<file path="config.mk">
export PLATFORM = sky130hd
export DESIGN_NAME = mrr_scan
export DESIGN_NICKNAME = d
export VERILOG_FILES = /design/src/sv/mrr_pkg.sv /design/src/sv/mrr_scan.sv
export SDC_FILE = /design/constraint.sdc
export NUM_CORES = 1
export LEC_CHECK = 0
export BUFFER_PORTS_ARGS = -buffer_cell sky130_fd_sc_hd__buf_2
export CAP_MARGIN = 25
export CORE_MARGIN = 5
export CORE_UTILIZATION = 59
export DETAILED_ROUTE_END_ITERATION = 8
export GPL_TIMING_DRIVEN = 0
export PLACE_DENSITY = 0.95
export SETUP_SLACK_MARGIN = 0.1
export SLEW_MARGIN = 40
export SYNTH_ARGS = -nofsm -noshare
export SYNTH_HDL_FRONTEND = slang
export SYNTH_SLANG_ARGS = --single-unit
</file>
<file path="constraint.sdc">
create_clock -name clock -period 8.6 [get_ports clock]
set_input_delay 1.29 -clock clock [delete_from_list [all_inputs] [get_ports clock]]
set_output_delay 1.29 -clock clock [all_outputs]
set_load 0.05 [all_outputs]
</file>
<file path="src/sv/mrr_pkg.sv">
// ----------------------------------------------------------------------------
// Mask run package
// Shared constants and types of the mask run to rectangles block.
// ----------------------------------------------------------------------------
package mrr_pkg;

   localparam int MRR_MAX_WIDTH  = 4096;
   localparam int MRR_MAX_HEIGHT = 4096;

   localparam int SIZE_W   = 13;   // mask_width and mask_height registers
   localparam int OFFS_W   = 32;   // offset registers
   localparam int COORD_W  = 16;   // window coordinates and last positions
   localparam int INDEX_W  = 23;   // rectangle index
   localparam int CSR_IDX_W = 8;

   typedef enum logic [CSR_IDX_W-1:0] {
      CSR_MASK_WIDTH  = 8'd0,
      CSR_MASK_HEIGHT = 8'd1,
      CSR_OFFSET_X    = 8'd2,
      CSR_OFFSET_Y    = 8'd3
   } csr_index_type;

   typedef struct packed {
      logic [COORD_W-1:0]       last_col;
      logic [COORD_W-1:0]       last_row;
      logic signed [OFFS_W-1:0] offset_x;
      logic signed [OFFS_W-1:0] offset_y;
   } cfg_type;

   typedef struct packed {
      logic signed [COORD_W-1:0] rect_x;
      logic signed [COORD_W-1:0] rect_y;
      logic [SIZE_W-1:0]         run_width;
      logic [INDEX_W-1:0]        rect_index;
   } rect_type;

endpackage

</file>
<file path="src/sv/mrr_scan.sv">
// ----------------------------------------------------------------------------
// Mask run scanner
// Tracks the raster position and closes runs of active pixels into rectangles.
// ----------------------------------------------------------------------------
module mrr_scan import mrr_pkg::*; #(
   parameter int MAX_WIDTH  = MRR_MAX_WIDTH,
   parameter int MAX_HEIGHT = MRR_MAX_HEIGHT
) (
   input  logic     clock,
   input  logic     reset,
   input  cfg_type  cfg,
   input  logic     fire,
   input  logic     pixel_active,
   output logic     emit,
   output rect_type rect
);

   localparam int COL_W = $clog2(MAX_WIDTH);
   localparam int ROW_W = (MAX_HEIGHT > 1) ? $clog2(MAX_HEIGHT) : 1;
   localparam int SUM_W = OFFS_W + 2;

   logic [COL_W-1:0]   column_ff, column_in;
   logic [ROW_W-1:0]   row_ff, row_in;
   logic               in_run_ff, in_run_in;
   logic [COL_W-1:0]   run_start_ff, run_start_in;
   logic [INDEX_W-1:0] count_ff, count_in;

   logic               row_end, last_row, close, in_range;
   logic [COL_W-1:0]   start_eff;
   logic [COL_W:0]     width;
   logic signed [SUM_W-1:0] rx, ry;

   assign row_end  = COORD_W'(column_ff) >= cfg.last_col;
   assign last_row = COORD_W'(row_ff) >= cfg.last_row;

   // An active pixel with no open run starts one at the current column.
   assign start_eff = (pixel_active && !in_run_ff) ? column_ff : run_start_ff;
   assign close     = pixel_active ? row_end : in_run_ff;
   assign width     = (COL_W+1)'(column_ff) + (COL_W+1)'(pixel_active)
                      - (COL_W+1)'(start_eff);

   assign rx = $signed(SUM_W'(start_eff)) + SUM_W'(cfg.offset_x);
   assign ry = $signed(SUM_W'(row_ff)) + SUM_W'(cfg.offset_y);

   // The sum fits 16 signed bits when its bits above bit 14 all agree.
   assign in_range = ((rx[SUM_W-1:COORD_W-1] == '0) || (rx[SUM_W-1:COORD_W-1] == '1))
                  && ((ry[SUM_W-1:COORD_W-1] == '0) || (ry[SUM_W-1:COORD_W-1] == '1));

   assign emit = fire && close && in_range;

   assign rect.rect_x     = rx[COORD_W-1:0];
   assign rect.rect_y     = ry[COORD_W-1:0];
   assign rect.run_width  = SIZE_W'(width);
   assign rect.rect_index = count_ff;

   always_comb begin
      column_in    = column_ff;
      row_in       = row_ff;
      in_run_in    = in_run_ff;
      run_start_in = run_start_ff;
      count_in     = count_ff;
      if (fire) begin
         in_run_in    = pixel_active && !row_end;
         run_start_in = start_eff;
         if (emit) begin
            count_in = count_ff + 1'b1;
         end
         if (row_end) begin
            column_in = '0;
            if (last_row) begin
               row_in   = '0;
               count_in = '0;
            end else begin
               row_in = row_ff + 1'b1;
            end
         end else begin
            column_in = column_ff + 1'b1;
         end
      end
   end

   always_ff @(posedge clock) begin
      if (reset) begin
         column_ff    <= '0;
         row_ff       <= '0;
         in_run_ff    <= 1'b0;
         run_start_ff <= '0;
         count_ff     <= '0;
      end else begin
         column_ff    <= column_in;
         row_ff       <= row_in;
         in_run_ff    <= in_run_in;
         run_start_ff <= run_start_in;
         count_ff     <= count_in;
      end
   end

endmodule

</file>
==> results by group, run 1 <==
Status
  – Outcome: completed

CTS
  – Longest Clk Path Bufs: 2
  – CTS tree: built
  – CTS Root Cell: clkbuf_8
  – Cts bufs inserted: 9
  – CTS Hold Buffers Added: 0
  – Clock sink total: 60
  – Post-cts resize count: 0
  – Clock Pin Slew Worst Setup and Hold Paths: 0.08 ns
  – # Post-CTS Setup Buffers: 0
  – Clock Latency Late Sink: 0.36 ns
  – # H-tree levels: 3

Power and ir drop
  – Sw Share: 0.435
  – Cell internal pwr: 0.000499 W
  – Part of the power in the clock network: 0.275
  – Reg power frac: 0.324
  – VDD IR-drop max: 0.0000979 V
  – Static leakage: 3.58 nW
  – Net Switching: 0.000385 W
  – Power per cell area: 116 mW/mm²
  – Logic gate share of total power: 0.402

STA
  – Fin crit period: 7.90 ns
  – Setup-failing EPs final: 0
  – Relative slew margins: 0.465
  – RSZ-0062 raised after global routing: false
  – Setup TNS: 0 ns
  – Worst clock skew: 0.0191 ns
  – Final hold slack: 0.490 ns
  – Pins Over Slew Limit: 0
  – Peak Freq: 0.127 GHz
  – Least-Margin Pin Slew: 0.796 ns
  – Final Hold Viols: 0
  – Period Utilization, post-route: 0.919

Worst hold path
  – Hold path startpoint: run_start_ff[8]$_SDFFE_PP0P_
  – Min-Delay Path Class: flop to flop

Place
  – Gpl congestion: 0.951
  – Buffers on Ports: 161
  – Placed cells: 1,161
  – Post-DP HPWL: 13,800 µm

Critical path
  – Reg-to-Reg Start: in_run_ff$_SDFFE_PP0P_
  – Crit. Startpoint: pixel_active
  – Setup CP Type: input pin to primary output
  – Max incr delay on CP: 0.60 ns
  – CP required: 7.31 ns
  – Critical-path cell list: buf_2 > nor2b_1 > buf_1 > mux2i_1 > inv_1 > ha_1 > a211o_1 > a211oi_2 > o221a_2 > nor3_1 > or2_1 > or4_1 > nor4_1 > a21oi_1 > clkbuf_1 > or2_2 > inv_1 > buf_2
  – Critical-path maximum fanout: 10
  – CP Capture Type: primary output
  – Arrival @ worst endpoint: 6.61 ns
  – Slowest-stage cell, CP: buf_1
  – CP startpoint kind: input pin

Flow run
  – # Max-Cap Violations: 0

Logic synthesis
  – Post-synth EDFFs: 0
  – Number of synthesized register bits: 60
  – Post-synth net total: 1,038
  – Largest area contributor in the netlist: dfxtp_1
  – FFs w/ async S/R, synth: 0
  – Seq/Total Area, Yosys: 0.186
  – Synthesis Warnings: 0
  – Count leader, synth: nor2_1
  – Avg Inst Size Synth: 7.51 µm²
  – Mapped Cells: 860
  – Netlist cell types: 65
  – Synthesized area: 0.00646 mm²
  – Synth top area share: 0.186
  – Post-synth top flop: dfxtp_1
  – Synth top cells by count: 84 x nor2_1, 75 x ha_1, 68 x inv_1, 68 x nand2_1, 60 x dfxtp_1
  – Top cells by area, synth: dfxtp_1 19%, ha_1 15%, xnor2_1 7.3%, xor2_1 5.2%, nor2_1 4.9%

Routing
  – Mean number of vias per cell: 5.96
  – Drt pass-1 iters: 6
  – Initial DRC Count: 677
  – DRC viols: 0
  – Post-DR wirelength/cell: 14.8 µm
  – Final ANT Viol Nets: 0
  – Final wirelength: 17,400 µm
  – DR vias: 7,012

Die
  – Die Wd: 115 µm
  – Initial Util: 0.599
  – Die height: 115 µm
  – IO Pins: 169
  – Die ar.: 0.0131 mm²
  – Core area: 0.0108 mm²
  – Rows: 38

Final layout
  – Layout cell share with drive strength beyond 1: 0.186
  – Final nets: 1,210
  – Fin cells: 1,177
  – Layout Utilization: 0.706
  – Area Overhead vs Synth: 18.0%
  – Diode count: 0

Global routing
  – First-pass GRT wire length: 28,300 µm
  – Met3 Use GR: 0.0428
  – Most Crowded Layer GR: met2
  – Initial antenna violation count: 0
  – Grt met1 use: 0.320
  – Gr usage total: 0.254
  – Total gr overflow: 0
  – M2 GR Usage: 0.434
  – Vias in the first global route: 6,542
  – Largest net degree at the start of global routing: 14
## area by class of cell
class	instances	area, µm²
Clock inverter	7	58.8
Fill cell	866	3170
Timing Repair Buffer	161	806
Multi-Input combinational cell	704	4890
Buffer	28	113
Tap cell	140	175
Sequential cell	60	1200
Clock buffer	9	124
Inverter	68	255
## power groups by stage
stage	clock network [W]	logic [W]	registers (W)
6_report	0.000243	0.000355	0.000286
3_5_place_dp	0	0.000352	0.000292
2_1_floorplan	0	0.000262	0.000291
4_1_cts	0.000243	0.000355	0.000286
5_1_grt	0.000255	0.000383	0.000287
3_3_place_gp	0	0.000348	0.000292
## routing by layer
| layer | wire length [µm] | part of all wire | up-vias |
|---|---|---|---|
| li1 | - | - | 3457 |
| met1 | 7400 | 0.43 | 3201 |
| met2 | 8080 | 0.47 | 314 |
| met3 | 1500 | 0.086 | 40 |
| met4 | 392 | 0.023 | 0 |
| met5 | 0 | 0 | - |
## logic make-up (layout without fill, tap and decap cells)
family	Yosys count	after routing	synth area share
XOR/XNOR	92	92	0.125
AO/OA/AOI/OAI	179	179	0.182
AND/OR/NAND/NOR	335	335	0.265
adder cells (fa/ha/maj)	78	78	0.155
multiplexers	20	20	0.0314
flip-flops	60	60	0.186
buffers and inverters	96	273	0.0569
## cells in the final DEF, fill, tap and decap left out, types with 7 or more instances in the layout
master / instances
or3_1: 9
xnor2_1: 54
mux2i_1: 18
nor3_1: 24
nand2_1: 68
nor2b_1: 8
inv_1: 68
nand3_1: 39
a21oi_1: 48
a211oi_1: 16
clkbuf_8: 9
and3_1: 15
dfxtp_1: 60
or4_1: 8
nor2_1: 84
a21o_1: 19
xor2_1: 38
buf_2: 163
and4_1: 7
nand4_1: 23
clkbuf_1: 22
nor4_1: 19
o21ai_0: 35
ha_1: 75
## critical path, delay by kind of cell
kind	cells	cell delay (ns)
AOI/OAI and AO/OA	4	1.27
buffers and inverters	6	1.44
muxes	1	0.53
adders and majority gates	1	0.31
and+or+nand+nor	6	1.73
## state kept, by name, indices dropped and copies added (netlist names)
signal	flops
run_start_ff	12
row_ff	12
in_run_ff	1
count_ff	23
column_ff	12
## final timing paths
| kind | slack [ns] | endpoint | depth (start not counted) |
|---|---|---|---|
| hold / removal | 0.49 | run_start_ff[8]$_SDFFE_PP0P_ | 2 |
| setup / recovery | 0.70 | emit | 18 |
| setup reg to reg | 2.73 | count_ff[18]$_SDFFE_PP0P_ | 18 |
| hold reg to reg | 0.49 | run_start_ff[8]$_SDFFE_PP0P_ | 2 |
## metrics by stage
stage / setup WS (ns) / total power, W / area, µm²
2_1_floorplan: 1.49 / 0.000554 / 6460
3_3_place_gp: 0.897 / 0.000640 / 7440
3_5_place_dp: 0.828 / 0.000645 / 7440
4_1_cts: 0.795 / 0.000883 / 7620
5_1_grt: 0.410 / 0.000924 / 7620
6_report: 0.696 / 0.000884 / 7620
Note: power is estimated with default switching activity, not from simulation.
==> inputs of run 2 (changes only) <==
--- a/config.mk
+++ b/config.mk
@@ -5,13 +5,13 @@
 export SDC_FILE = /design/constraint.sdc
 export NUM_CORES = 1
 export LEC_CHECK = 0
-export BUFFER_PORTS_ARGS = -buffer_cell sky130_fd_sc_hd__buf_2
 export CAP_MARGIN = 25
 export CORE_MARGIN = 5
-export CORE_UTILIZATION = 59
+export CORE_UTILIZATION = 63
 export DETAILED_ROUTE_END_ITERATION = 8
+export DONT_BUFFER_PORTS = 1
 export GPL_TIMING_DRIVEN = 0
-export PLACE_DENSITY = 0.95
+export PLACE_DENSITY = 0.86
 export SETUP_SLACK_MARGIN = 0.1
 export SLEW_MARGIN = 40
 export SYNTH_ARGS = -nofsm -noshare
==> run 2 against run 1 <==
Sequential cell count stayed put. Hold slack better by 0.0016 ns. Final area is 6.4% lower.
==> results by group, run 2 (same netlist as run 1, synthesis figures left out) <==
Die
  – Die height: 111 µm (-2.9%)
  – Rows: 37 (-2.6%)
  – Core area: 0.0102 mm² (-5.6%)
  – Die ar.: 0.0124 mm² (-5.8%)
  – IO Pins: 169 (unchanged)
  – Initial Util: 0.634 (+0.0357)
  – Die Wd: 111 µm (-2.9%)

Routing
  – Initial DRC Count: 669 (-1.2%)
  – Post-DR wirelength/cell: 16.4 µm (+11%)
  – Final ANT Viol Nets: 0 (unchanged)
  – DR vias: 6,385 (-8.9%)
  – Final wirelength: 16,600 µm (-4.3%)
  – Mean number of vias per cell: 6.31 (+5.9%)
  – DRC viols: 0 (unchanged)
  – Drt pass-1 iters: 5 (-1)

CTS
  – CTS Root Cell: clkbuf_8
  – Clock Pin Slew Worst Setup and Hold Paths: 0.07 ns (about the same)
  – # Post-CTS Setup Buffers: 0 (unchanged)
  – CTS tree: built
  – # H-tree levels: 3 (unchanged)
  – CTS Hold Buffers Added: 0 (unchanged)
  – Clock Latency Late Sink: 0.34 ns (-0.02 ns)
  – Post-cts resize count: 0 (unchanged)
  – Longest Clk Path Bufs: 2 (unchanged)
  – Cts bufs inserted: 9 (unchanged)
  – Clock sink total: 60 (unchanged)

Critical path
  – Worst R2R End: count_ff[22]$_SDFFE_PP0P_
  – Critical-path maximum fanout: 10 (unchanged)
  – Arrival @ worst endpoint: 6.73 ns (+0.12 ns)
  – Crit. Startpoint: pixel_active
  – CP Capture Type: primary output
  – CP startpoint kind: input pin
  – CP required: 7.31 ns (about the same)
  – Reg2reg path depth: 18 (unchanged)
  – Reg-to-Reg Start: in_run_ff$_SDFFE_PP0P_
  – Setup CP Type: input pin to primary output
  – R2R setup slack: 2.53 ns (-0.20 ns)

Final layout
  – Area Overhead vs Synth: 10.5%
  – Max FFs per register: 23 (unchanged)
  – Layout Utilization: 0.701 (-0.00549)
  – Final nets: 1,049 (-13%)
  – Largest Register: count_ff
  – Finished Cell Area: 0.00714 mm² (-6.4%)
  – Commonest non-fill, non-tap cell in the layout: nor2_1
  – Fin cells: 1,012 (-14%)
  – Layout cell share with drive strength beyond 1: 0.0788 (-0.107)
  – Commonest non-fill, non-tap cells in the layout: 83 x nor2_1, 75 x ha_1, 68 x inv_1, 68 x nand2_1, 60 x dfxtp_1
  – Diode count: 0 (unchanged)

STA
  – Period Utilization, post-route: 0.933 (+0.0135)
  – Setup TNS: 0 ns (unchanged)
  – Setup-failing EPs final: 0 (unchanged)
  – Pins Over Slew Limit: 0 (unchanged)
  – Fin crit period: 8.02 ns (+0.116 ns)
  – Peak Freq: 0.125 GHz (-1.5%)
  – RSZ-0062 raised after global routing: false
  – Final Hold Viols: 0 (unchanged)
  – Relative slew margins: 0.487 (+0.0219)
  – Least-Margin Pin Slew: 0.769 ns (-0.0267 ns)
  – Worst clock skew: 0.0103 ns (-0.00887 ns)

Status
  – Outcome: completed

Global routing
  – Largest net degree at the start of global routing: 12 (-2)
  – First-pass GRT wire length: 27,700 µm (-2.0%)
  – Total gr overflow: 0 (unchanged)
  – Gr usage total: 0.261 (+0.00655)
  – Vias in the first global route: 6,144 (-6.1%)
  – Initial antenna violation count: 0 (unchanged)

Place
  – Gpl congestion: 0.918 (-3.5%)
  – Buffers on Ports: 0 (-100%)
  – Post-DP HPWL: 13,400 µm (-2.9%)
  – Placed cells: 996 (-14%)
  – Post-DP Area: 0.00690 mm² (-7.2%)

Worst hold path
  – Hold endpoint: run_start_ff[0]$_SDFFE_PP0P_
  – Min-Delay Path Depth: 2 (unchanged)
  – Hold path startpoint: run_start_ff[0]$_SDFFE_PP0P_
  – Min-Delay Path Class: flop to flop

Power and ir drop
  – Power per cell area: 127 mW/mm² (+9.2%)
  – VDD IR-drop max: 0.0000896 V (-8.4%)
  – Total power: 0.000904 W (+2.2%)
  – Static leakage: 3.10 nW (-13%)

Flow run
  – # Max-Cap Violations: 0 (unchanged)
## run 2: changes by cell type in the layout (fill, tap and decap cells not counted), sizes merged
cell,previous run,this run
clkinv,2,1
bufinv,0,2
inv,71,68
buf,166,5
clkbuf,32,34
## run 2: worst max-delay path by stage
| stage | cells past startpoint | slack (ns) | to |
|---|---|---|---|
| after detailed placement | 16 | 0.68 | emit |
| final | 16 | 0.58 | emit |
| after global placement | 16 | 0.75 | emit |
| after floorplan | 16 | 1.49 | emit |
| after global routing | 16 | 0.33 | emit |
| after CTS | 16 | 0.62 | emit |
## run 2: layout make-up
cell class	count	area [µm²]
multi-input cells	704	5160
clock inverters	5	83.8
flip-flops and latches	60	1200
well taps	136	170
inverters	68	255
fillers	844	3050
clock buffers	11	151
plain buffers	28	113
## run 2: metal layers
layer  part of all wire  vias to the layer above  GRT usage  routed length, µm
li1                   -                     3123          -                  -
met2               0.48                      255      0.456               8030
met5                  0                        -          0                  0
met4              0.015                        0     0.0633                248
met3              0.091                       22     0.0846               1520
met1               0.41                     2985      0.309               6820
## run 2: worst max-delay path, stage by stage
cell	delay (ns)
nor2b_1	0.29
buf_1	0.57
mux2i_1	0.52
inv_1	0.09
ha_1	0.31
a211o_1	0.33
a211oi_2	0.36
o221a_2	0.35
nor3_1	0.07
or2_1	0.44
or4_1	0.60
nor4_1	0.31
a21oi_1	0.23
clkbuf_1	0.27
or2_2	0.36
inv_1	0.33
## run 2: metrics by stage
stage	hold WS (ns)	setup slack, ns
final	0.491	0.580
after global routing	0.513	0.334
after CTS	0.491	0.616
after detailed placement	0.480	0.675
after global placement	0.465	0.746
after floorplan	0.450	1.49
## run 2: power breakdown
group,total (W),switching [W],leakage (nW),internal (W)
clock,0.000296,0.000116,0.112,0.000179
combinational,0.000322,0.000233,2.51,0.0000883
sequential,0.000286,0.00000415,0.486,0.000282
total,0.000904,0.000354,3.10,0.000550
