## config.mk

```make
export PLATFORM = sky130hd
export DESIGN_NAME = mrr_out_buf
export DESIGN_NICKNAME = d
export VERILOG_FILES = /design/src/sv/mrr_pkg.sv /design/src/sv/mrr_out_buf.sv
export SDC_FILE = /design/constraint.sdc
export NUM_CORES = 1
export LEC_CHECK = 0
export BUFFER_PORTS_ARGS = -buffer_cell sky130_fd_sc_hd__buf_4
export CORE_ASPECT_RATIO = 1.4
export CORE_UTILIZATION = 50
export CTS_BUF_LIST = sky130_fd_sc_hd__clkbuf_16
export DETAILED_ROUTE_END_ITERATION = 6
export PLACE_DENSITY = 0.85
export SLEW_MARGIN = 25
export SYNTH_ARGS = -nofsm -noshare
export SYNTH_HDL_FRONTEND = slang
export SYNTH_SLANG_ARGS = --single-unit
```

## constraint.sdc

```tcl
create_clock -name clock -period 7.39 [get_ports clock]
set_input_delay 1.478 -clock clock [delete_from_list [all_inputs] [get_ports clock]]
set_output_delay 1.478 -clock clock [all_outputs]
set_load 0.1 [all_outputs]
```

## src/sv/mrr_pkg.sv

```systemverilog
// ----------------------------------------------------------------------------
// Mask run package
// Shared constants and types of the mask run to rectangles block.
// ----------------------------------------------------------------------------
package mrr_pkg;

   localparam int MRR_MAX_WIDTH  = 4096;
   localparam int MRR_MAX_HEIGHT = 4096;

   localparam int SIZE_W   = 13;   // mask_width and mask_height registers
   localparam int OFFS_W   = 32;   // offset registers
   localparam int COORD_W  = 16;   // window coordinates and last positions
   localparam int INDEX_W  = 23;   // rectangle index
   localparam int CSR_IDX_W = 8;

   typedef enum logic [CSR_IDX_W-1:0] {
      CSR_MASK_WIDTH  = 8'd0,
      CSR_MASK_HEIGHT = 8'd1,
      CSR_OFFSET_X    = 8'd2,
      CSR_OFFSET_Y    = 8'd3
   } csr_index_type;

   typedef struct packed {
      logic [COORD_W-1:0]       last_col;
      logic [COORD_W-1:0]       last_row;
      logic signed [OFFS_W-1:0] offset_x;
      logic signed [OFFS_W-1:0] offset_y;
   } cfg_type;

   typedef struct packed {
      logic signed [COORD_W-1:0] rect_x;
      logic signed [COORD_W-1:0] rect_y;
      logic [SIZE_W-1:0]         run_width;
      logic [INDEX_W-1:0]        rect_index;
   } rect_type;

endpackage

```

## src/sv/mrr_out_buf.sv

```systemverilog
// ----------------------------------------------------------------------------
// Mask run output buffer
// Output register with one skid entry that takes one rectangle under a stall.
// ----------------------------------------------------------------------------
module mrr_out_buf import mrr_pkg::*; (
   input  logic     clock,
   input  logic     reset,
   input  logic     push,
   input  rect_type push_data,
   output logic     push_ready,
   output logic     out_valid,
   input  logic     out_ready,
   output rect_type out_data
);

   logic     out_valid_ff, out_valid_in;
   logic     skid_valid_ff, skid_valid_in;
   rect_type out_data_ff, out_data_in;
   rect_type skid_data_ff, skid_data_in;

   // A push arrives only while the skid entry is free.
   assign push_ready = !skid_valid_ff;

   always_comb begin
      out_valid_in  = out_valid_ff;
      out_data_in   = out_data_ff;
      skid_valid_in = skid_valid_ff;
      skid_data_in  = skid_data_ff;
      if (!out_valid_ff || out_ready) begin
         if (skid_valid_ff) begin
            out_valid_in  = 1'b1;
            out_data_in   = skid_data_ff;
            skid_valid_in = 1'b0;
         end else begin
            out_valid_in = push;
            out_data_in  = push_data;
         end
      end else if (push) begin
         skid_valid_in = 1'b1;
         skid_data_in  = push_data;
      end
   end

   always_ff @(posedge clock) begin
      if (reset) begin
         out_valid_ff  <= 1'b0;
         skid_valid_ff <= 1'b0;
      end else begin
         out_valid_ff  <= out_valid_in;
         skid_valid_ff <= skid_valid_in;
      end
      out_data_ff  <= out_data_in;
      skid_data_ff <= skid_data_in;
   end

   assign out_valid = out_valid_ff;
   assign out_data  = out_data_ff;

endmodule
```

==> run metrics, run 1 <==
Mean Syn Cell Area 24.11 um2; DP HPWL 6269 um; footprint of the multi-input gates 0.001060 mm2; outcome finished clean; Setup crit end kind flip-flop; Final Cycle Share 0.4858; largest area contributor in the netlist edfxtp_1; I/O Buffers 141; worst reg-to-reg setup slack 4.66 ns; number of synthesized flops with an enable pin 136; skew final 0.006113 ns; most frequent cells after synthesis 136 x edfxtp_1, 68 x mux2_4, 7 x buf_12; async set-or-reset flop fraction in the synthesized netlist 0; sequential cell area 0.004128 mm2; maximum fanout along the worst path 71; # IOs 142; Ant. Diodes 0; FF+latch count, synth 138; WHS 0.5459 ns; Root Buffer clkbuf_16; die height 124.1 um; P_leak 2.816 nW; net count after synthesis 293; Slew @ Worst Pin 0.9750 ns; Clock Pin Slew Worst Setup and Hold Paths 0.06 ns; gr usage total 0.1759; Distinct cells, synth 10; wire length per cell 17.59 um; vias per cell 4.840; final hold viol count 0; count leader, synth edfxtp_1; clock sinks 138; cts hold-fix bufs 0; grt total ovfl 0; fill count 697; total negative slack 0 ns; CP startpoint kind input port; total die area 0.01108 mm2; Initial Utilization 0.5147; post-CTS resize count 0; core area 0.01035 mm2; RSZ-0062 raised after global routing false; via count 2546; P per Cell Area 306.7 mW/mm2; Clock Latency Late Sink 0.40 ns; gpl congestion 0.7119; global-route wire length before repair 13570 um; cell area after layout 0.007072 mm2; top cell type's share of synthesized area 0.7666; Fmax achieved 278.6 MHz; WS Path Type in -> reg; Arr. time, crit path 3.63 ns; number of global-route vias before repair 2536; area delta synth->final 32.74%; num rows 44; Post-Layout Cell Count 526; warnings from Yosys 0; Post-synth top flop edfxtp_1; initial drt markers 135; Post-Syn Area 0.005328 mm2; Slew HR 0.3500; max cap viols 0; post-layout net count 447; drt pass-1 iters 4; dpl cell area 0.006441 mm2; die width 89.24 um; min-delay worst type reg -> reg; Worst VDD drop 0.0001724 V; cell count after placement 494; clk buf depth 2; post-synthesis sequential area ratio 0.7741; largest net degree at the start of global routing 72; Worst Path Required 7.43 ns; TritonCTS Buffers 17; core occupancy in the finished layout 0.6833; initial antenna violation count 0; final setup vio count 0; post-route ant nets 0; top post-synthesis cells by area edfxtp_1 77%, mux2_4 19%, buf_12 2.6%; cells after synthesis 221; Final Slew Violations 0; Post-CTS Setup Bufs 0; CTS tree yes; Tmin final 3.590 ns; Post-Route WL 9253 um; DRC Markers 0; layout cells sized above 1 0.6211; H-tree lvl count 4
-- stage by stage --
step           worst slack [ns]  total power, W
6_report                  3.800        0.002169
5_1_grt                   3.597        0.002224
4_1_cts                   3.737        0.002183
3_5_place_dp              3.305        0.001287
3_3_place_gp              3.379        0.001281
2_1_floorplan            0.7188        0.001200
-- flip-flops by register name (all words and copies together), names as in the netlist --
name           cells
out_valid          1
skid_data_ff      68
out_data          68
skid_valid_ff      1
-- placed cells by master, fill, tap and decap left out --
cell type and n:
buf_4 143, edfxtp_1 136, mux2_4 68, clkbuf_16 17
bufinv_16 5, clkinv_1 4, inv_1 3, clkinvlp_4 3
nand2b_4 1, nor2_4 1, nor2_1 1, a21oi_1 1
nor3_1 1, clkinv_2 1, inv_6 1, dfxtp_1 1
dfxtp_4 1
-- worst paths after layout --
path | cells past startpoint | from | endpoint
max | 4 | out_ready | skid_data_ff[36]
min | 1 | skid_data_ff[21] | out_data[21]
max reg2reg | 3 | out_valid | skid_data_ff[36]
min reg2reg | 1 | skid_data_ff[21] | out_data[21]
-- kinds of logic after synthesis --
| kind of cell | after synthesis | share of synthesized area |
|---|---|---|
| compound gates | 1 | 0.0009385 |
| buf+inv | 10 | 0.02983 |
| flops | 138 | 0.7741 |
| mux | 68 | 0.1916 |
| simple gates | 4 | 0.003523 |
-- critical path, cell delays in order --
cell	delay (ns)
buf_4	0.11
nand2b_4	0.58
nor2_4	0.84
buf_4	0.59
-- routing by layer --
metal  share of wire  vias up  global-route usage
li1                -     1187                   -
met1            0.39     1250              0.2043
met2            0.53       93              0.2891
met3           0.051       16             0.04838
met4           0.023        0              0.1042
met5               0        -                   0
-- power by group --
part	switching (W)	internal, W	leakage, nW
combinational	0.000258	0.0000917	1.18
sequential	0.0000137	0.000905	1.34
clock	0.000308	0.000593	0.301
-- cell type report --
class	count	area share
Sequential cell	138	0.5837
Timing Repair Buffer	143	0.1518
Multi-Input combinational cell	73	0.1499
Clock buffer	17	0.06016
Clock inverter	15	0.02902
Tap cell	138	0.02442
Inverter	2	0.001062
Note: power is estimated with default switching activity, not from simulation.
==> run 2, diff against run 1 <==
--- a/config.mk
+++ b/config.mk
@@ -7,10 +7,10 @@
 export LEC_CHECK = 0
 export BUFFER_PORTS_ARGS = -buffer_cell sky130_fd_sc_hd__buf_4
 export CORE_ASPECT_RATIO = 1.4
-export CORE_UTILIZATION = 50
+export CORE_UTILIZATION = 47
 export CTS_BUF_LIST = sky130_fd_sc_hd__clkbuf_16
 export DETAILED_ROUTE_END_ITERATION = 6
-export PLACE_DENSITY = 0.85
+export PLACE_DENSITY = 0.84
 export SLEW_MARGIN = 25
 export SYNTH_ARGS = -nofsm -noshare
 export SYNTH_HDL_FRONTEND = slang
==> constraint.sdc (replaced) <==
create_clock -name clock -period 3.02 [get_ports clock]
set_input_delay 0.604 -clock clock [delete_from_list [all_inputs] [get_ports clock]]
set_output_delay 0.604 -clock clock [all_outputs]
set_load 0.1 [all_outputs]
==> run metrics, run 2 (synthesis gave the netlist of run 1 again) <==
CP bufs+invs 2 (unchanged); Fmax achieved 502.2 MHz; dpl ws 1.072 ns (was 3.305 ns); Slew @ Worst Pin 0.8864 ns (was 0.9750 ns); outcome finished clean (unchanged); Post-CTS Setup Bufs 0 (unchanged); global-route wire length before repair 13830 um (was 13570 um); max cap viols 0 (unchanged); Setup WS post-layout 1.029 ns (was 3.800 ns); post-route ant nets 0 (unchanged); hold path startpoint reset (was skid_data_ff[21]); worst path cell trace inv_1 -> buf_4 (was buf_4 -> nand2b_4 -> nor2_4 -> buf_4); Post-Route WL 8968 um (was 9253 um); DRC Markers 0 (unchanged); Final Cycle Share 0.6594; Worst VDD drop 0.0004262 V (was 0.0001724 V); Crit path max-delay family flip-flops (was simple AND/OR/NAND/NOR gates); cts hold-fix bufs 0 (unchanged); Final Slew Violations 0 (unchanged); final hold viol count 0 (unchanged); maximum fanout along the worst path 23 (was 71); CP startpoint kind flip-flop (was input port); gr usage total 0.1618 (was 0.1759); initial drt markers 126 (was 135); num rows 45 (was 44); grt total ovfl 0 (unchanged); Ant. Diodes 0 (unchanged); commonest non-fill, non-tap cell in the layout buf_4 (unchanged); gpl congestion 0.7915 (was 0.7119); Initial Utilization 0.4877 (was 0.5147); fill count 764 (was 697); Arr. time, crit path 1.39 ns (was 3.63 ns); skew final 0.004423 ns (was 0.006113 ns); core area 0.01092 mm2 (was 0.01035 mm2); P per Cell Area 727.1 mW/mm2 (was 306.7 mW/mm2); TritonCTS Buffers 17 (unchanged); reg-to-reg endpoint out_data[55] (was skid_data_ff[36]); hold depth 2 (was 1); P_leak 2.812 nW (was 2.816 nW); Tmin final 1.991 ns; Clock Latency Late Sink 0.41 ns (was 0.40 ns); vias per cell 4.764 (was 4.840); RSZ-0062 raised after global routing false (unchanged); post-CTS resize count 0 (unchanged); wire length per cell 16.83 um (was 17.59 um); worst r2r src skid_valid_ff (was out_valid); via count 2539 (was 2546); die width 91.98 um (was 89.24 um); final setup vio count 0 (unchanged); most frequent cells in the layout 147 x buf_4, 136 x edfxtp_1, 68 x mux2_4, 17 x clkbuf_16, 5 x clkinvlp_4 (was 143 x buf_4, 136 x edfxtp_1, 68 x mux2_4, 17 x clkbuf_16, 5 x bufinv_16); H-tree lvl count 4 (unchanged); WHS 0.3494 ns (was 0.5459 ns); slowest stage delay, CP 0.63 ns (was 0.84 ns); worst reg-to-reg setup slack 1.33 ns (was 4.66 ns); total die area 0.01177 mm2 (was 0.01108 mm2); core occupancy in the finished layout 0.6464 (was 0.6833); Worst Path Required 2.42 ns (was 7.43 ns); WS Path Type reg -> out (was in -> reg); clk buf depth 2 (unchanged); # IOs 142 (unchanged); min-delay worst type in -> reg (was reg -> reg); Setup crit end kind output port (was flip-flop); Hold EP out_valid (was out_data[21]); CTS tree yes (unchanged); post-layout net count 451 (was 447); Slew HR 0.4091 (was 0.3500); Root Buffer clkbuf_16 (unchanged); initial antenna violation count 0 (unchanged); critical path's slowest cell dfxtp_4 (was nor2_4); total power 0.005134 W (was 0.002169 W); total negative slack 0 ns (unchanged); layout cells sized above 1 0.6327 (was 0.6211); Clock Pin Slew Worst Setup and Hold Paths 0.06 ns (about the same); drt pass-1 iters 4 (unchanged); I/O Buffers 141 (unchanged); DP HPWL 6095 um (was 6269 um); worst reg2reg path depth 2 (was 3); largest net degree at the start of global routing 71 (was 72); area delta synth->final 32.53% (was 32.74%); number of global-route vias before repair 2711 (was 2536); clock sinks 138 (unchanged); die height 128.0 um (was 124.1 um)
==> run 2: cell types whose count changed in the layout (fill, tap and decap cells not counted), sizes merged <==
cell / change
buf: +4
bufinv: -2
clkinv: +1
clkinvlp: +2
inv: -1
==> run 2: area by class of cell <==
cell class                      count  area, um2  share of cell area
Inverter                            2      7.507            0.001063
Clock buffer                       17      425.4             0.06025
Multi-Input combinational cell     73       1060              0.1501
Sequential cell                   138       4129              0.5848
Clock inverter                     15      158.9             0.02251
Timing Repair Buffer              147       1104              0.1563
Tap cell                          141      176.4             0.02499
==> run 2: worst reg2reg max path, delay by kind of cell (launching register included) <==
family                 cells  cell delay, ns
buffers and inverters      1            0.47
multiplexers               1            0.35
flip-flops                 1            0.63
==> run 2: worst max-delay path by stage <==
stage          depth (start not counted)     startpoint               end
4_1_cts                                2  skid_valid_ff        push_ready
6_report                               2  skid_valid_ff        push_ready
5_1_grt                                2  skid_valid_ff        push_ready
2_1_floorplan                          2      out_valid   skid_data_ff[0]
3_3_place_gp                           3      out_ready      out_data[43]
3_5_place_dp                           4      out_ready  skid_data_ff[39]
==> run 2: metrics by stage <==
step	instances	cell area (um2)
global route	533	7061
CTS	533	7061
floorplan	221	5344
global placement	501	6476
detailed placement	501	6476
finish	533	7061
==> run 2: power by group <==
part	total [W]	switching [W]	internal (W)
sequential	0.00225	0.0000315	0.00222
combinational	0.000858	0.000632	0.000226
clock	0.00203	0.000749	0.00128
total	0.00513	0.00141	0.00372
==> run 2: metal layers <==
layer,vias to the layer above,routed length [um],track usage
li1,1193,-,-
met1,1232,3542,0.1860
met2,96,4608,0.2669
met3,18,577,0.05457
met4,0,239,0.08732
met5,-,0,0
==> run 3, diff against run 2 <==
--- a/config.mk
+++ b/config.mk
@@ -7,10 +7,10 @@
 export LEC_CHECK = 0
 export BUFFER_PORTS_ARGS = -buffer_cell sky130_fd_sc_hd__buf_4
 export CORE_ASPECT_RATIO = 1.4
-export CORE_UTILIZATION = 47
+export CORE_UTILIZATION = 50
 export CTS_BUF_LIST = sky130_fd_sc_hd__clkbuf_16
 export DETAILED_ROUTE_END_ITERATION = 6
-export PLACE_DENSITY = 0.84
+export PLACE_DENSITY = 0.85
 export SLEW_MARGIN = 25
 export SYNTH_ARGS = -nofsm -noshare
 export SYNTH_HDL_FRONTEND = slang
==> constraint.sdc (replaced) <==
create_clock -name clock -period 1.98 [get_ports clock]
set_input_delay 0.396 -clock clock [delete_from_list [all_inputs] [get_ports clock]]
set_output_delay 0.396 -clock clock [all_outputs]
set_load 0.1 [all_outputs]
==> run metrics, run 3 (synthesis gave the netlist of run 1 again) <==
global-route wire length before repair 12380 um (was 13830 um); wire length per cell 16.23 um (was 16.83 um); CP startpoint kind flip-flop (unchanged); Slew @ Worst Pin 0.3694 ns (was 0.8864 ns); Final Slew Violations 0 (unchanged); initial antenna violation count 0 (unchanged); total negative slack 0 ns (unchanged); grt total ovfl 0 (unchanged); Worst VDD drop 0.0006316 V (was 0.0004262 V); WS Path Type reg -> out (unchanged); vias per cell 4.798 (was 4.764); dpl ws 0.5422 ns (was 1.072 ns); Arr. time, crit path 1.30 ns (was 1.39 ns); Tmin final 1.696 ns; DP HPWL 5984 um (was 6095 um); worst reg2reg path depth 2 (unchanged); Final Cycle Share 0.8564; CTS tree yes (unchanged); initial drt markers 150 (was 126); post-route ant nets 0 (unchanged); cell count after placement 498 (was 501); skew final 0.006852 ns (was 0.004423 ns); gr usage total 0.1620 (was 0.1618); layout cells sized above 1 0.6215 (was 0.6327); P_leak 2.822 nW (was 2.812 nW); post-CTS resize count 0 (unchanged); Clock Latency Late Sink 0.40 ns (was 0.41 ns); Worst Path Required 1.58 ns (was 2.42 ns); # IOs 142 (unchanged); dpl cell area 0.006525 mm2 (was 0.006476 mm2); Post-CTS Setup Bufs 0 (unchanged); via count 2538 (was 2539); Setup crit end kind output port (unchanged); I/O Buffers 141 (unchanged); final hold viol count 0 (unchanged); maximum fanout along the worst path 17 (was 23); Initial Utilization 0.5147 (was 0.4877); final setup vio count 0 (unchanged); Clock Pin Slew Worst Setup and Hold Paths 0.05 ns (was 0.06 ns); min-delay worst type in -> reg (unchanged); cts hold-fix bufs 0 (unchanged); gpl congestion 0.7239 (was 0.7915); DRC Markers 0 (unchanged); Setup WS post-layout 0.2843 ns (was 1.029 ns); Post-Layout Cell Count 529 (was 533); outcome finished clean (unchanged); largest net degree at the start of global routing 71 (unchanged); Slew HR 0.7537 (was 0.4091); core area 0.01035 mm2 (was 0.01092 mm2); total die area 0.01108 mm2 (was 0.01177 mm2); Fmax achieved 589.7 MHz; H-tree lvl count 4 (unchanged); hold path startpoint reset (unchanged); worst r2r src skid_valid_ff (unchanged); post-layout net count 451 (unchanged); cell area after layout 0.007067 mm2 (was 0.007061 mm2); area delta synth->final 32.64% (was 32.53%); hold depth 2 (unchanged); Post-Route WL 8585 um (was 8968 um); TritonCTS Buffers 17 (unchanged); most frequent cells in the layout 143 x buf_4, 136 x edfxtp_1, 68 x mux2_4, 17 x clkbuf_16, 5 x inv_1 (was 147 x buf_4, 136 x edfxtp_1, 68 x mux2_4, 17 x clkbuf_16, 5 x clkinvlp_4); die width 89.24 um (was 91.98 um); clk buf depth 2 (unchanged); CP startpoint skid_valid_ff (unchanged); max cap viols 0 (unchanged); RSZ-0062 raised after global routing false (unchanged); number of global-route vias before repair 2467 (was 2711); P per Cell Area 1076 mW/mm2 (was 727.1 mW/mm2); commonest non-fill, non-tap cell in the layout buf_4 (unchanged); clock sinks 138 (unchanged); Root Buffer clkbuf_16 (unchanged); num rows 44 (was 45); fill count 701 (was 764); Ant. Diodes 0 (unchanged); drt pass-1 iters 5 (was 4); die height 124.1 um (was 128.0 um)
[run 3: cell types whose count changed in the layout (fill, tap and decap cells not counted), sizes merged]
cell / delta
clkinv: +1
bufinv: -1
inv: +2
clkinvlp: -3
[run 3: final timing paths]
path,end,slack (ns)
hold reg to reg,out_data[57],0.54
hold / removal,out_valid,0.15
setup reg to reg,out_data[12],0.56
setup / recovery,push_ready,0.28
[run 3: routing by layer]
layer	up-vias	global-route usage	wire, um
met2	103	0.2548	4499
met5	-	0	0
li1	1191	-	-
met1	1234	0.1943	3476
met4	0	0.09028	150
met3	10	0.05567	458
[run 3: final cells by class]
cell class	count	area (um2)	share of cell area
clock inverter	14	116.4	0.01647
clock buffer	17	425.4	0.06020
inverter	2	7.507	0.001062
timing repair buffer	147	1154	0.1632
multi-input combinational	73	1060	0.1500
sequential	138	4131	0.5846
tap	138	172.7	0.02443
[run 3: where the power goes]
group	total [W]	leakage [nW]	switching, W	internal, W
Combinational	0.00131	1.21	0.000961	0.000351
Sequential	0.00343	1.34	0.0000485	0.00338
Clock	0.00286	0.272	0.00106	0.00180
[run 3: metrics by stage]
step / total power, W / hold slack (ns) / utilization
floorplan: 0.004477 / 0.4554 / -
global placement: 0.004788 / 0.5291 / 0.6304
detailed placement: 0.004809 / 0.5343 / 0.6304
CTS: 0.007673 / 0.1306 / 0.6828
global route: 0.007814 / 0.1316 / 0.6828
finish: 0.007601 / 0.1474 / 0.6828
[run 3: critical path, cell delays in order, from the launching register on]
cell,delay (ns)
dfxtp_4,0.55
inv_1,0.09
buf_4,0.24
