$ cat config.mk
export PLATFORM = sky130hd
export DESIGN_NAME = mrr_csr
export DESIGN_NICKNAME = d
export VERILOG_FILES = /design/src/sv/mrr_pkg.sv /design/src/sv/mrr_csr.sv
export SDC_FILE = /design/constraint.sdc
export NUM_CORES = 1
export LEC_CHECK = 0
export ABC_AREA = 1
export BUFFER_PORTS_ARGS = -buffer_cell sky130_fd_sc_hd__buf_2
export CAP_MARGIN = 15
export CORE_MARGIN = 2
export CORE_UTILIZATION = 45
export DETAILED_ROUTE_END_ITERATION = 10
export PLACE_DENSITY_LB_ADDON = 0.2
export SLEW_MARGIN = 40
export SYNTH_ARGS = -nofsm -noshare
export SYNTH_HDL_FRONTEND = slang
export SYNTH_SLANG_ARGS = --single-unit
$ cat constraint.sdc
create_clock -name clock -period 4.1 [get_ports clock]
set_input_delay 0.615 -clock clock [delete_from_list [all_inputs] [get_ports clock]]
set_output_delay 0.615 -clock clock [all_outputs]
set_load 0.005 [all_outputs]
$ cat src/sv/mrr_pkg.sv
// ----------------------------------------------------------------------------
// Mask run package
// Shared constants and types of the mask run to rectangles block.
// ----------------------------------------------------------------------------
package mrr_pkg;

   localparam int MRR_MAX_WIDTH  = 4096;
   localparam int MRR_MAX_HEIGHT = 4096;

   localparam int SIZE_W   = 13;   // mask_width and mask_height registers
   localparam int OFFS_W   = 32;   // offset registers
   localparam int COORD_W  = 16;   // window coordinates and last positions
   localparam int INDEX_W  = 23;   // rectangle index
   localparam int CSR_IDX_W = 8;

   typedef enum logic [CSR_IDX_W-1:0] {
      CSR_MASK_WIDTH  = 8'd0,
      CSR_MASK_HEIGHT = 8'd1,
      CSR_OFFSET_X    = 8'd2,
      CSR_OFFSET_Y    = 8'd3
   } csr_index_type;

   typedef struct packed {
      logic [COORD_W-1:0]       last_col;
      logic [COORD_W-1:0]       last_row;
      logic signed [OFFS_W-1:0] offset_x;
      logic signed [OFFS_W-1:0] offset_y;
   } cfg_type;

   typedef struct packed {
      logic signed [COORD_W-1:0] rect_x;
      logic signed [COORD_W-1:0] rect_y;
      logic [SIZE_W-1:0]         run_width;
      logic [INDEX_W-1:0]        rect_index;
   } rect_type;

endpackage

$ cat src/sv/mrr_csr.sv
// ----------------------------------------------------------------------------
// Mask run register file
// Holds the mask geometry, already clamped and turned into last positions.
// ----------------------------------------------------------------------------
module mrr_csr import mrr_pkg::*; #(
   parameter int MAX_WIDTH  = MRR_MAX_WIDTH,
   parameter int MAX_HEIGHT = MRR_MAX_HEIGHT
) (
   input  logic                 clock,
   input  logic                 reset,
   input  logic                 wr_valid,
   output logic                 wr_ready,
   input  logic [CSR_IDX_W-1:0] wr_index,
   input  logic [OFFS_W-1:0]    wr_data,
   output cfg_type              cfg
);

   localparam logic [COORD_W:0] MAX_W_EXT = (COORD_W+1)'(MAX_WIDTH);
   localparam logic [COORD_W:0] MAX_H_EXT = (COORD_W+1)'(MAX_HEIGHT);

   cfg_type            cfg_ff, cfg_in;
   logic [COORD_W:0]   size_ext;
   logic [COORD_W-1:0] last_col_in, last_row_in;

   assign wr_ready = 1'b1;
   assign size_ext = (COORD_W+1)'(wr_data[SIZE_W-1:0]);

   // A zero size acts as one; larger sizes saturate at the maximum.
   always_comb begin
      if (size_ext == '0) begin
         last_col_in = '0;
         last_row_in = '0;
      end else begin
         last_col_in = (size_ext > MAX_W_EXT) ? COORD_W'(MAX_W_EXT - 1'b1)
                                               : COORD_W'(size_ext - 1'b1);
         last_row_in = (size_ext > MAX_H_EXT) ? COORD_W'(MAX_H_EXT - 1'b1)
                                               : COORD_W'(size_ext - 1'b1);
      end
   end

   always_comb begin
      cfg_in = cfg_ff;
      if (wr_valid) begin
         case (wr_index)
            CSR_MASK_WIDTH:  cfg_in.last_col = last_col_in;
            CSR_MASK_HEIGHT: cfg_in.last_row = last_row_in;
            CSR_OFFSET_X:    cfg_in.offset_x = wr_data;
            CSR_OFFSET_Y:    cfg_in.offset_y = wr_data;
            default:         cfg_in = cfg_ff;
         endcase
      end
   end

   always_ff @(posedge clock) begin
      if (reset) begin
         cfg_ff <= '0;
      end else begin
         cfg_ff <= cfg_in;
      end
   end

   assign cfg = cfg_ff;

endmodule

==> results.tsv, run 1 <==
metric	value	unit
hold path depth	2	
net switching power figure	371	uW
Synth area leader	dfxtp_1	
post-synthesis sequential element count	92	
portion of synthesized cell area occupied by the leading cell type	48.0	%
unrepaired setup endpoints after global routing	no	
number of enable flip-flop cells after synthesis	0	
number of failing setup endpoints in the final timing report	0	
post-route antenna net violation count	0	
worst hold path type	flop to flop	
dominant cell by count in the synthesized netlist	nand2_1	
hold path startpoint	cfg[76]$_SDFFE_PP0P_	
boundary pin count	140	
number of port buffers	138	
number of design rule violations left after detail routing	0	
power per cell area	350	nW/um^2
clock network power share	39.7	%
cells on worst reg2reg path	4	
fraction of registers with async set or reset after synthesis	0	%
number of buffers inserted for hold repair after clock tree synthesis	0	
Final min period	2.14	ns
reg-to-reg setup timing slack	3.35	ns
post-synthesis instance total	535	
GR Overflow Total	0	
post-synth net total	579	
startpoint of the worst setup timing path	wr_data[0]	
number of buffers on the longest clock path	2	
prevailing post-synth register cell	dfxtp_1	
total non-filler cell area in the finished layout	4730	um^2
largest net degree at the start of global routing	65	
GRT Util Overall	23.0	%
combinational power share	6.2	%
Area contributors post-synth	dfxtp_1 (48%), a21oi_1 (11%), nand2_1 (11%)	
TritonCTS Buffers	9	
sequential power share	54.1	%
post-place instance area	4510	um^2
clock tree from TritonCTS	built	
Tightest Pin Transition	0.650	ns
count of warnings emitted by yosys	0	
CTS-repair resized insts	0	
Leak	2.31	nW
endpoint arrival time on the critical path	2.40	ns
distinct cell type count of the synthesized netlist	23	
final weighted congestion in routability-driven placement	0.856	
Max Slew Vio Count	0	
critical register-to-register path startpoint	cfg[78]$_SDFFE_PP0P_	
via total after detailed routing	3854	
fraction of power spent switching nets	22.4	%
max capacitance violation total	0	
first-pass GRT wire length	16400	um
post-synthesis cell area	3830	um^2
# nets final	693	
clock latency at the later pin of the worst-skew pair	0.35	ns
TritonCTS sink count	92	
wire per inst	13.9	um
H-tree level count	3	
final hold vios	0	
upper clock frequency limit	466	MHz
top cells by count, synth	nand2_1 (108), dfxtp_1 (92), a21oi_1 (85)	
startpoint-to-endpoint class of the critical path	input port to flop	
Fin Setup TNS	0	ns
vias per std cell	5.08	
clock slew at the register clock pins of the worst setup and hold paths	0.09	ns
Largest register FFs	92	
Crit Path Max Fanout	14	
die footprint	9280	um^2
final clock period utilization by the worst path	52.3	%
Internal Power	1.28	mW
outcome	complete, no violations	
Core Area	8260	um^2
Slew headroom	56.7	%
post-CTS setup buffer count	0	
hold slack final	0.447	ns
initial standard-cell utilization of the core	46.4	%
share of cells above drive strength 1	25.4	%
Layout Area Growth over Synthesis	23.3	%
largest voltage drop on the vdd net	0.160	mV
endpoint of the worst-slack reg-to-reg timing path	cfg[78]$_SDFFE_PP0P_	
clock root buffer master	clkbuf_8	
category of the worst setup path capture point	flop	
Post-Route WL	10500	um
DPL Wire Length	7150	um
vertical die dimension	96.3	um
Synth Area per Inst	7.17	um^2
number of diodes added for antenna fixing	0	
overall die width	96.3	um
DRT iter0 DRCs	179	
data required time at the worst endpoint	4.35	ns
placement row count	33	
Post-Route Skew	0	ns
number of global-route vias before repair	3391	
sequential-to-total area share from yosys stat	48.0	%
first-pass detailed-route iteration total	4	
number of antenna violations at the first check in global routing	0	
timing endpoint of the critical path	cfg[82]$_SDFFE_PP0P_	
sort of element at the start of the critical path	input port	
## power groups by stage
stage          registers (mW)  clock network, mW  logic [mW]
6_report                0.895              0.657       0.102
5_1_grt                 0.896              0.708       0.114
4_1_cts                 0.895              0.676       0.101
3_5_place_dp            0.916                  0       0.101
3_3_place_gp            0.916                  0      0.0998
2_1_floorplan           0.916                  0      0.0551
## cells by family (layout without fill, tap and decap cells)
kind of cell / Yosys count / count (layout) / synth area share, %
AND/OR/NAND/NOR: 229 / 229 / 25.3
AO/OA/AOI/OAI: 121 / 121 / 15.8
flip-flops: 92 / 92 / 48.0
buffers and inverters: 86 / 204 / 9.36
XOR/XNOR: 5 / 5 / 1.14
adder cells (fa/ha/maj): 1 / 1 / 0.326
other: 1 / 1 / 0.0978
## how the worst min path moves through the flow
stage                           endpoint  slack [ns]
floorplan           cfg[76]$_SDFFE_PP0P_        0.44
global placement    cfg[76]$_SDFFE_PP0P_        0.43
detailed placement  cfg[76]$_SDFFE_PP0P_        0.43
CTS                 cfg[92]$_SDFFE_PP0P_        0.45
global route        cfg[76]$_SDFFE_PP0P_        0.47
finish              cfg[76]$_SDFFE_PP0P_        0.45
## metrics by stage
step / setup WS, ns / power, mW / util, % / cells
floorplan: 2.26 / 0.971 / - / 535
global placement: 1.36 / 1.02 / 54.6 / 743
detailed placement: 1.58 / 1.02 / 54.6 / 743
CTS: 1.97 / 1.67 / 57.2 / 758
global route: 1.73 / 1.72 / 57.3 / 758
finish: 1.96 / 1.65 / 57.3 / 758
## per-layer routing
| metal | up-vias | global-route usage, % | wire length (um) |
|---|---|---|---|
| met2 | 127 | 35.3 | 4760 |
| met5 | - | 0 | 0 |
| li1 | 1943 | - | - |
| met3 | 15 | 6.03 | 829 |
| met1 | 1769 | 31.0 | 4750 |
| met4 | 0 | 8.45 | 165 |
## area by class of cell
type	count	area [um^2]
clock buffer	11	141
clock inverter	4	73.8
fill	823	3530
inverter	47	178
multi-input combinational	357	1640
sequential	92	1840
tap	105	131
timing repair buffer	142	723
## cell usage in the layout (no fill, tap or decap), types with 2 or more instances in the layout
master and instances:
nand2_2 4, nand3_1 52, buf_2 137, xor2_1 5, nand2_1 106, inv_1 44, clkinv_2 2, inv_2 2
nor2_1 62, o21ai_1 4, bufinv_16 2, a21oi_1 85, clkbuf_8 10, dfxtp_1 92, o21ai_0 32, buf_4 5
## critical path, cell delays in order
cell	delay, ns
buf_2	0.14
inv_1	0.13
ha_1	0.21
nand2_1	0.13
nor2_1	0.21
nand3b_1	0.43
nand2_1	0.18
nand2_1	0.09
o21ai_0	0.20
inv_1	0.06
Note: power is estimated with default switching activity, not from simulation.
==> run 2: changes to the inputs <==
--- a/config.mk
+++ b/config.mk
@@ -5,7 +5,7 @@
 export SDC_FILE = /design/constraint.sdc
 export NUM_CORES = 1
 export LEC_CHECK = 0
-export ABC_AREA = 1
+export ABC_AREA = 0
 export BUFFER_PORTS_ARGS = -buffer_cell sky130_fd_sc_hd__buf_2
 export CAP_MARGIN = 15
 export CORE_MARGIN = 2
==> constraint.sdc (replaced) <==
create_clock -name clock -period 2.1 [get_ports clock]
set_input_delay 0.315 -clock clock [delete_from_list [all_inputs] [get_ports clock]]
set_output_delay 0.315 -clock clock [all_outputs]
set_load 0.005 [all_outputs]
==> run 2 against run 1 <==
  * Core utilization rose by 0.78 points
  * Setup slack got worse by 1.5 ns
  * Critical path depth decreased by 3
  * Final area increased by 0.85%
  * Largest power group unchanged
  * Sequential power is 96% higher
  * Wire length decreased by 3.4%
  * Clock power increased by 78%
  * Die area is 0.62% lower
  * Sequential share of layout area down 0.33 points
  * Critical endpoint is now cfg[67]$_SDFFE_PP0P_
  * Via count is 5.0% lower
  * Non-clock buffer count increased by 16
  * Highest routed layer unchanged
  * Register-to-register slack got worse by 1.9 ns
==> results.tsv, run 2 <==
metric	value	unit	change
outcome	complete, no violations		
post-route antenna net violation count	0		unchanged
hold path startpoint	wr_data[24]		
dominant cell by count in the synthesized netlist	nand2_1		
synthesized-area fraction occupied by ao, oa, aoi and oai cells	17.1	%	+1.3 points
Critical Path Slowest Stage Cell	or4b_4		
sort of element at the start of the critical path	input port		
Slew headroom	64.1	%	+7.4 points
post-CTS setup buffer count	0		unchanged
GR Overflow Total	0		unchanged
sequential power share	55.9	%	+1.8 points
xor-xnor portion of the synthesized cell area	0.460	%	-0.68 points
fraction of power spent switching nets	24.0	%	+1.5 points
largest net degree at the start of global routing	53		-18%
number of design rule violations left after detail routing	0		unchanged
most common cell after layout, fill and taps aside	buf_2		
startpoint-to-endpoint class of the critical path	input port to flop		
initial standard-cell utilization of the core	46.4	%	-0.071 points
Post-Route Skew	0	ns	unchanged
area occupied by multi-input gates	1730	um^2	+5.7%
via total after detailed routing	3661		-5.0%
prevailing post-synth register cell	dfxtp_1		
startpoint of the worst setup timing path	wr_data[1]		
number of antenna violations at the first check in global routing	0		unchanged
number of buffers on the longest clock path	2		unchanged
power per cell area	655	nW/um^2	+87%
sequential-to-total area share from yosys stat	48.3	%	+0.32 points
H-tree level count	3		unchanged
post-synthesis instance total	461		-14%
largest voltage drop on the vdd net	0.383	mV	+140%
filler instances	784		-4.7%
die footprint	9220	um^2	-0.62%
distinct cell type count of the synthesized netlist	51		+120%
family with the most delay on the worst path	simple AND/OR/NAND/NOR gates		
number of buffers inserted for hold repair after clock tree synthesis	0		unchanged
fraction of registers with async set or reset after synthesis	0	%	unchanged
first-pass GRT wire length	15900	um	-3.1%
top cells by count, synth	nand2_1 (133), dfxtp_1 (92), a21oi_1 (67)		
number of global-route vias before repair	3329		-1.8%
final hold vios	0		unchanged
final clock period utilization by the worst path	78.5	%	
synthesized-area fraction occupied by adder cells	0.854	%	+0.53 points
unrepaired setup endpoints after global routing	no		
DPL Wire Length	7300	um	+2.1%
post-synth net total	505		-13%
clock network power share	37.5	%	-2.2 points
boundary pin count	140		unchanged
combinational power share	6.6	%	+0.4 points
Synth Area per Inst	8.26	um^2	+15%
DRT iter0 DRCs	271		+51%
share of cells above drive strength 1	31.6	%	+6.2 points
number of diodes added for antenna fixing	0		unchanged
proportion of synthesized area in mux cells	0.263	%	+0.26 points
Internal Power	2.37	mW	+85%
Tightest Pin Transition	0.539	ns	-0.111 ns
most frequent cells in the layout	buf_2 (138), nand2_1 (133), dfxtp_1 (92), a21oi_1 (67), nor2_1 (22)		
area taken by flip-flops and latches	1840	um^2	unchanged
clock slew at the register clock pins of the worst setup and hold paths	0.09	ns	about the same
vias per std cell	5.26		+3.5%
vertical die dimension	96.0	um	-0.31%
# nets final	630		-9.1%
category of the worst setup path capture point	flop		
count of warnings emitted by yosys	0		unchanged
Area contributors post-synth	dfxtp_1 (48%), nand2_1 (13%), a21oi_1 (8.8%)		
max capacitance violation total	0		unchanged
final weighted congestion in routability-driven placement	0.989		+16%
Core Area	8220	um^2	-0.50%
worst hold path type	input port to flop		
data required time at the worst endpoint	2.31	ns	-2.04 ns
Final min period	1.65	ns	
hold path depth	3		+1
number of port buffers	138		unchanged
Fin Setup TNS	0	ns	unchanged
critical path buffer and inverter count	2		-1
number of failing setup endpoints in the final timing report	0		unchanged
fraction of the mapped netlist area in simple logic gates	26.7	%	+1.4 points
placement row count	33		unchanged
combinational family with the most area after synthesis	simple AND/OR/NAND/NOR gates		
post-synthesis sequential element count	92		unchanged
Max Slew Vio Count	0		unchanged
TritonCTS Buffers	9		unchanged
critical register-to-register path startpoint	cfg[88]$_SDFFE_PP0P_		
Crit Path Max Fanout	7		-7
clock tree from TritonCTS	built		
first-pass detailed-route iteration total	4		unchanged
Max stage delay on crit path	0.56	ns	+0.13 ns
post-synthesis cell area	3810	um^2	-0.65%
Largest register FFs	92		unchanged
cells on worst reg2reg path	2		-2
GRT Util Overall	22.1	%	-0.85 points
Synth area leader	dfxtp_1		
portion of synthesized cell area occupied by the leading cell type	48.3	%	+0.32 points
cell depth of the worst setup path	7		-3
endpoint arrival time on the critical path	1.86	ns	-0.54 ns
clock root buffer master	clkbuf_8		
Tot Pwr	3.12	mW	+89%
TritonCTS sink count	92		unchanged
clock latency at the later pin of the worst-skew pair	0.35	ns	about the same
upper clock frequency limit	607	MHz	
Layout Area Growth over Synthesis	25.2	%	
overall die width	96.0	um	-0.31%
CTS-repair resized insts	0		unchanged
Leak	1.99	nW	-14%
Post-Route WL	10100	um	-3.4%
wire per inst	14.6	um	+5.2%
series of cell instances along the critical path	buf_2 > inv_1 > ha_1 > or4b_4 > nor3_4 > a2bb2oi_1 > a211oi_1		
number of enable flip-flop cells after synthesis	0		unchanged
net switching power figure	748	uW	+100%
==> run 2: cell count changes in the layout (fill, tap and decap cells not counted), moves of 4 or more <==
cell	before	now
nand3_1	52	4
inv_1	44	3
nor2_1	62	22
o21ai_0	32	2
nand2_1	106	133
a21oi_1	85	67
a211oi_1	0	17
buf_4	5	19
nor3_1	0	10
o41ai_1	0	6
nand3b_1	1	6
xor2_1	5	0
nand4_1	0	4
o21ai_1	4	0
==> run 2: path summary, 6_finish.rpt <==
check             slack [ns]                    to
hold reg to reg         0.45  cfg[54]$_SDFFE_PP0P_
setup / recovery        0.45  cfg[67]$_SDFFE_PP0P_
setup reg to reg        1.41  cfg[88]$_SDFFE_PP0P_
hold / removal          0.20  cfg[56]$_SDFFE_PP0P_
==> run 2: metrics by stage <==
step           area [um^2]  hold WS [ns]  setup slack, ns  instances  util (%)
5_1_grt               4770         0.181            0.361        696      58.0
3_5_place_dp          4570         0.443           0.0961        680      55.7
2_1_floorplan         3810         0.451            0.107        461         -
4_1_cts               4770         0.186            0.474        696      58.0
6_report              4770         0.199            0.451        696      58.0
3_3_place_gp          4570         0.439            0.175        680      55.7
==> run 2: worst min-delay path: cells and delay by family <==
| kind | cells | cell delay [ns] |
|---|---|---|
| AOI/OAI and AO/OA | 1 | 0.05 |
| and+or+nand+nor | 1 | 0.05 |
| buffers and inverters | 1 | 0.10 |
==> run 2: cells by family after synthesis <==
family	count (synthesis)
and+or+nand+nor	209
AOI/OAI and AO/OA	105
DFF	92
buffers and inverters	48
adders and majority gates	3
xor gates and xnor gates	2
other	1
muxes	1
==> run 2: metal layers <==
metal / part of all wire (%) / vias to the layer above / GRT usage (%)
li1: - / 1829 / -
met1: 46 / 1702 / 30.7
met2: 45 / 122 / 32.8
met3: 7.9 / 8 / 6.66
met4: 0.99 / 0 / 7.02
met5: 0 / - / 0
==> run 2: layout make-up <==
cell class,instances,area share [%]
flip-flops and latches,92,38.6
clock inverters,5,1.31
multi-input cells,321,36.3
repair buffers,158,17.9
well taps,105,2.76
clock buffers,11,2.76
inverters,4,0.315
==> run 2: power by group through the flow <==
| stage | logic [mW] | registers (mW) | clock network [mW] |
|---|---|---|---|
| after global routing | 0.222 | 1.75 | 1.28 |
| after CTS | 0.203 | 1.75 | 1.20 |
| final | 0.206 | 1.75 | 1.17 |
| after detailed placement | 0.203 | 1.79 | 0 |
| after floorplan | 0.109 | 1.79 | 0 |
| after global placement | 0.201 | 1.79 | 0 |
==> run 3: changes to the inputs <==
==> constraint.sdc (replaced) <==
create_clock -name clock -period 1.6 [get_ports clock]
set_input_delay 0.24 -clock clock [delete_from_list [all_inputs] [get_ports clock]]
set_output_delay 0.24 -clock clock [all_outputs]
set_load 0.005 [all_outputs]
==> run 3 against run 2 <==
  * Clock power grew 26%
  * Highest routed layer unchanged
  * Flip-flop and latch count stayed put
  * Final area increased by 6.8%
  * Setup slack worse by 0.36 ns
  * First-iteration DRC count fell by 20%
  * Critical path depth fell by 1
  * Cell count increased by 3.7%
==> results.tsv, run 3 (same netlist as run 2, synthesis figures left out) <==
metric	value	unit	change
outcome	complete, no violations		
Final min period	1.51	ns	
wire per inst	14.8	um	+1.7%
area taken by flip-flops and latches	1840	um^2	unchanged
Max stage delay on crit path	0.44	ns	-0.12 ns
via total after detailed routing	3713		+1.4%
Leak	2.14	nW	+7.9%
Largest register FFs	92		unchanged
H-tree level count	3		unchanged
placement row count	33		unchanged
final clock period utilization by the worst path	94.3	%	
most common cell after layout, fill and taps aside	buf_2		
max capacitance violation total	0		unchanged
vias per std cell	5.14		-2.2%
series of cell instances along the critical path	buf_2 > buf_4 > or3_1 > o2111ai_1 > nand3_1 > o41ai_1		
worst hold path type	input port to flop		
number of global-route vias before repair	3428		+3.0%
final hold vios	0		unchanged
sequential power share	55.8	%	about the same
largest net degree at the start of global routing	49		-7.5%
DPL Wire Length	7930	um	+8.5%
endpoint arrival time on the critical path	1.76	ns	-0.10 ns
vertical die dimension	96.0	um	unchanged
metal1 wirelength	4830	um	+2.7%
number of failing setup endpoints in the final timing report	0		unchanged
highest metal layer with signal wires	met4		
Layout Area Growth over Synthesis	33.7	%	
GR Overflow Total	0		unchanged
boundary pin count	140		unchanged
final weighted congestion in routability-driven placement	0.898		-9.1%
number of port buffers	138		unchanged
most frequent cells in the layout	buf_2 (138), nand2_1 (133), dfxtp_1 (92), a21oi_1 (67), buf_4 (38)		
clock root buffer master	clkbuf_8		
number of buffers inserted for hold repair after clock tree synthesis	0		unchanged
clock tree from TritonCTS	built		
Crit Path Max Fanout	4		-3
GRT Util Overall	23.2	%	+1.1 points
overall die width	96.0	um	unchanged
Tot Pwr	4.11	mW	+32%
Post-Route WL	10700	um	+5.4%
DRT iter0 DRCs	218		-20%
clock network power share	36.1	%	-1.4 points
Core Area	8220	um^2	unchanged
filler instances	744		-5.1%
area occupied by multi-input gates	1780	um^2	+2.6%
TritonCTS sink count	92		unchanged
fraction of power spent switching nets	24.7	%	+0.73 points
unrepaired setup endpoints after global routing	no		
number of buffers on the longest clock path	2		unchanged
Met2 Routed Length	4970	um	+9.4%
# nets final	656		+4.1%
Internal Power	3.09	mW	+30%
largest voltage drop on the vdd net	0.458	mV	+20%
clock slew at the register clock pins of the worst setup and hold paths	0.09	ns	about the same
first-pass GRT wire length	16500	um	+3.7%
initial standard-cell utilization of the core	46.4	%	unchanged
power per cell area	807	nW/um^2	+23%
wire length on met3	759	um	-5.4%
post-route antenna net violation count	0		unchanged
upper clock frequency limit	663	MHz	
sort of element at the start of the critical path	input port		
number of design rule violations left after detail routing	0		unchanged
Max Slew Vio Count	0		unchanged
category of the worst setup path capture point	flop		
die footprint	9220	um^2	unchanged
CTS-repair resized insts	0		unchanged
combinational power share	8.1	%	+1.5 points
data required time at the worst endpoint	1.85	ns	-0.46 ns
number of diodes added for antenna fixing	0		unchanged
DP Cell Count	706		+3.8%
net switching power figure	1.01	mW	+36%
Fin Setup TNS	0	ns	unchanged
startpoint-to-endpoint class of the critical path	input port to flop		
number of antenna violations at the first check in global routing	0		unchanged
TritonCTS Buffers	9		unchanged
filler-free cell count of the finished design	722		+3.7%
Post-Route Skew	0	ns	unchanged
post-CTS setup buffer count	0		unchanged
Critical Path Slowest Stage Cell	or3_1		
first-pass detailed-route iteration total	4		unchanged
clock latency at the later pin of the worst-skew pair	0.36	ns	about the same
share of cells above drive strength 1	35.8	%	+4.2 points
==> run 3: changes by cell type in the layout (fill, tap and decap cells not counted), sizes merged <==
cell	change
inv	+1
clkinv	-1
clkbuf	+1
buf	+26
bufinv	-1
==> run 3: path summary, 6_finish.rpt <==
kind	from	to	slack [ns]	cells past startpoint
setup / recovery	wr_data[1]	cfg[91]$_SDFFE_PP0P_	0.09	6
hold / removal	wr_data[21]	cfg[53]$_SDFFE_PP0P_	0.12	3
setup reg to reg	cfg[90]$_SDFFE_PP0P_	cfg[90]$_SDFFE_PP0P_	0.86	2
hold reg to reg	cfg[56]$_SDFFE_PP0P_	cfg[56]$_SDFFE_PP0P_	0.45	2
==> run 3: cell type report <==
cell class                 count  share of cell area [%]
clock buffer                  12                    3.05
inverter                       4                   0.344
sequential                    92                    36.2
clock inverter                 4                   0.639
timing repair buffer         184                    22.3
multi-input combinational    321                    34.9
tap                          105                    2.58
==> run 3: power groups by stage <==
stage	logic (mW)	registers [mW]	clock network, mW
3_3_place_gp	0.330	2.35	0
3_5_place_dp	0.333	2.35	0
4_1_cts	0.334	2.29	1.51
2_1_floorplan	0.160	2.35	0
6_report	0.335	2.29	1.48
5_1_grt	0.362	2.29	1.62
==> run 3: worst max-delay path, delay by kind of cell <==
family	cells	cell delay, ns
AND/OR/NAND/NOR	2	0.64
AO/OA/AOI/OAI	2	0.64
buffers and inverters	2	0.24
==> run 3: routing by layer <==
metal	track usage, %	up-vias
li1	-	1879
met1	31.3	1712
met2	35.6	110
met3	6.58	12
met4	7.86	0
met5	0	-
==> run 3: stage by stage <==
step	area [um^2]	util (%)	hold slack, ns	setup slack, ns
6_report	5090	62.0	0.118	0.0909
5_1_grt	5090	62.0	0.0997	0.0467
4_1_cts	5090	62.0	0.105	0.135
3_5_place_dp	4900	59.7	0.443	-0.250
3_3_place_gp	4900	59.7	0.440	-0.207
2_1_floorplan	3880	-	0.376	-0.154
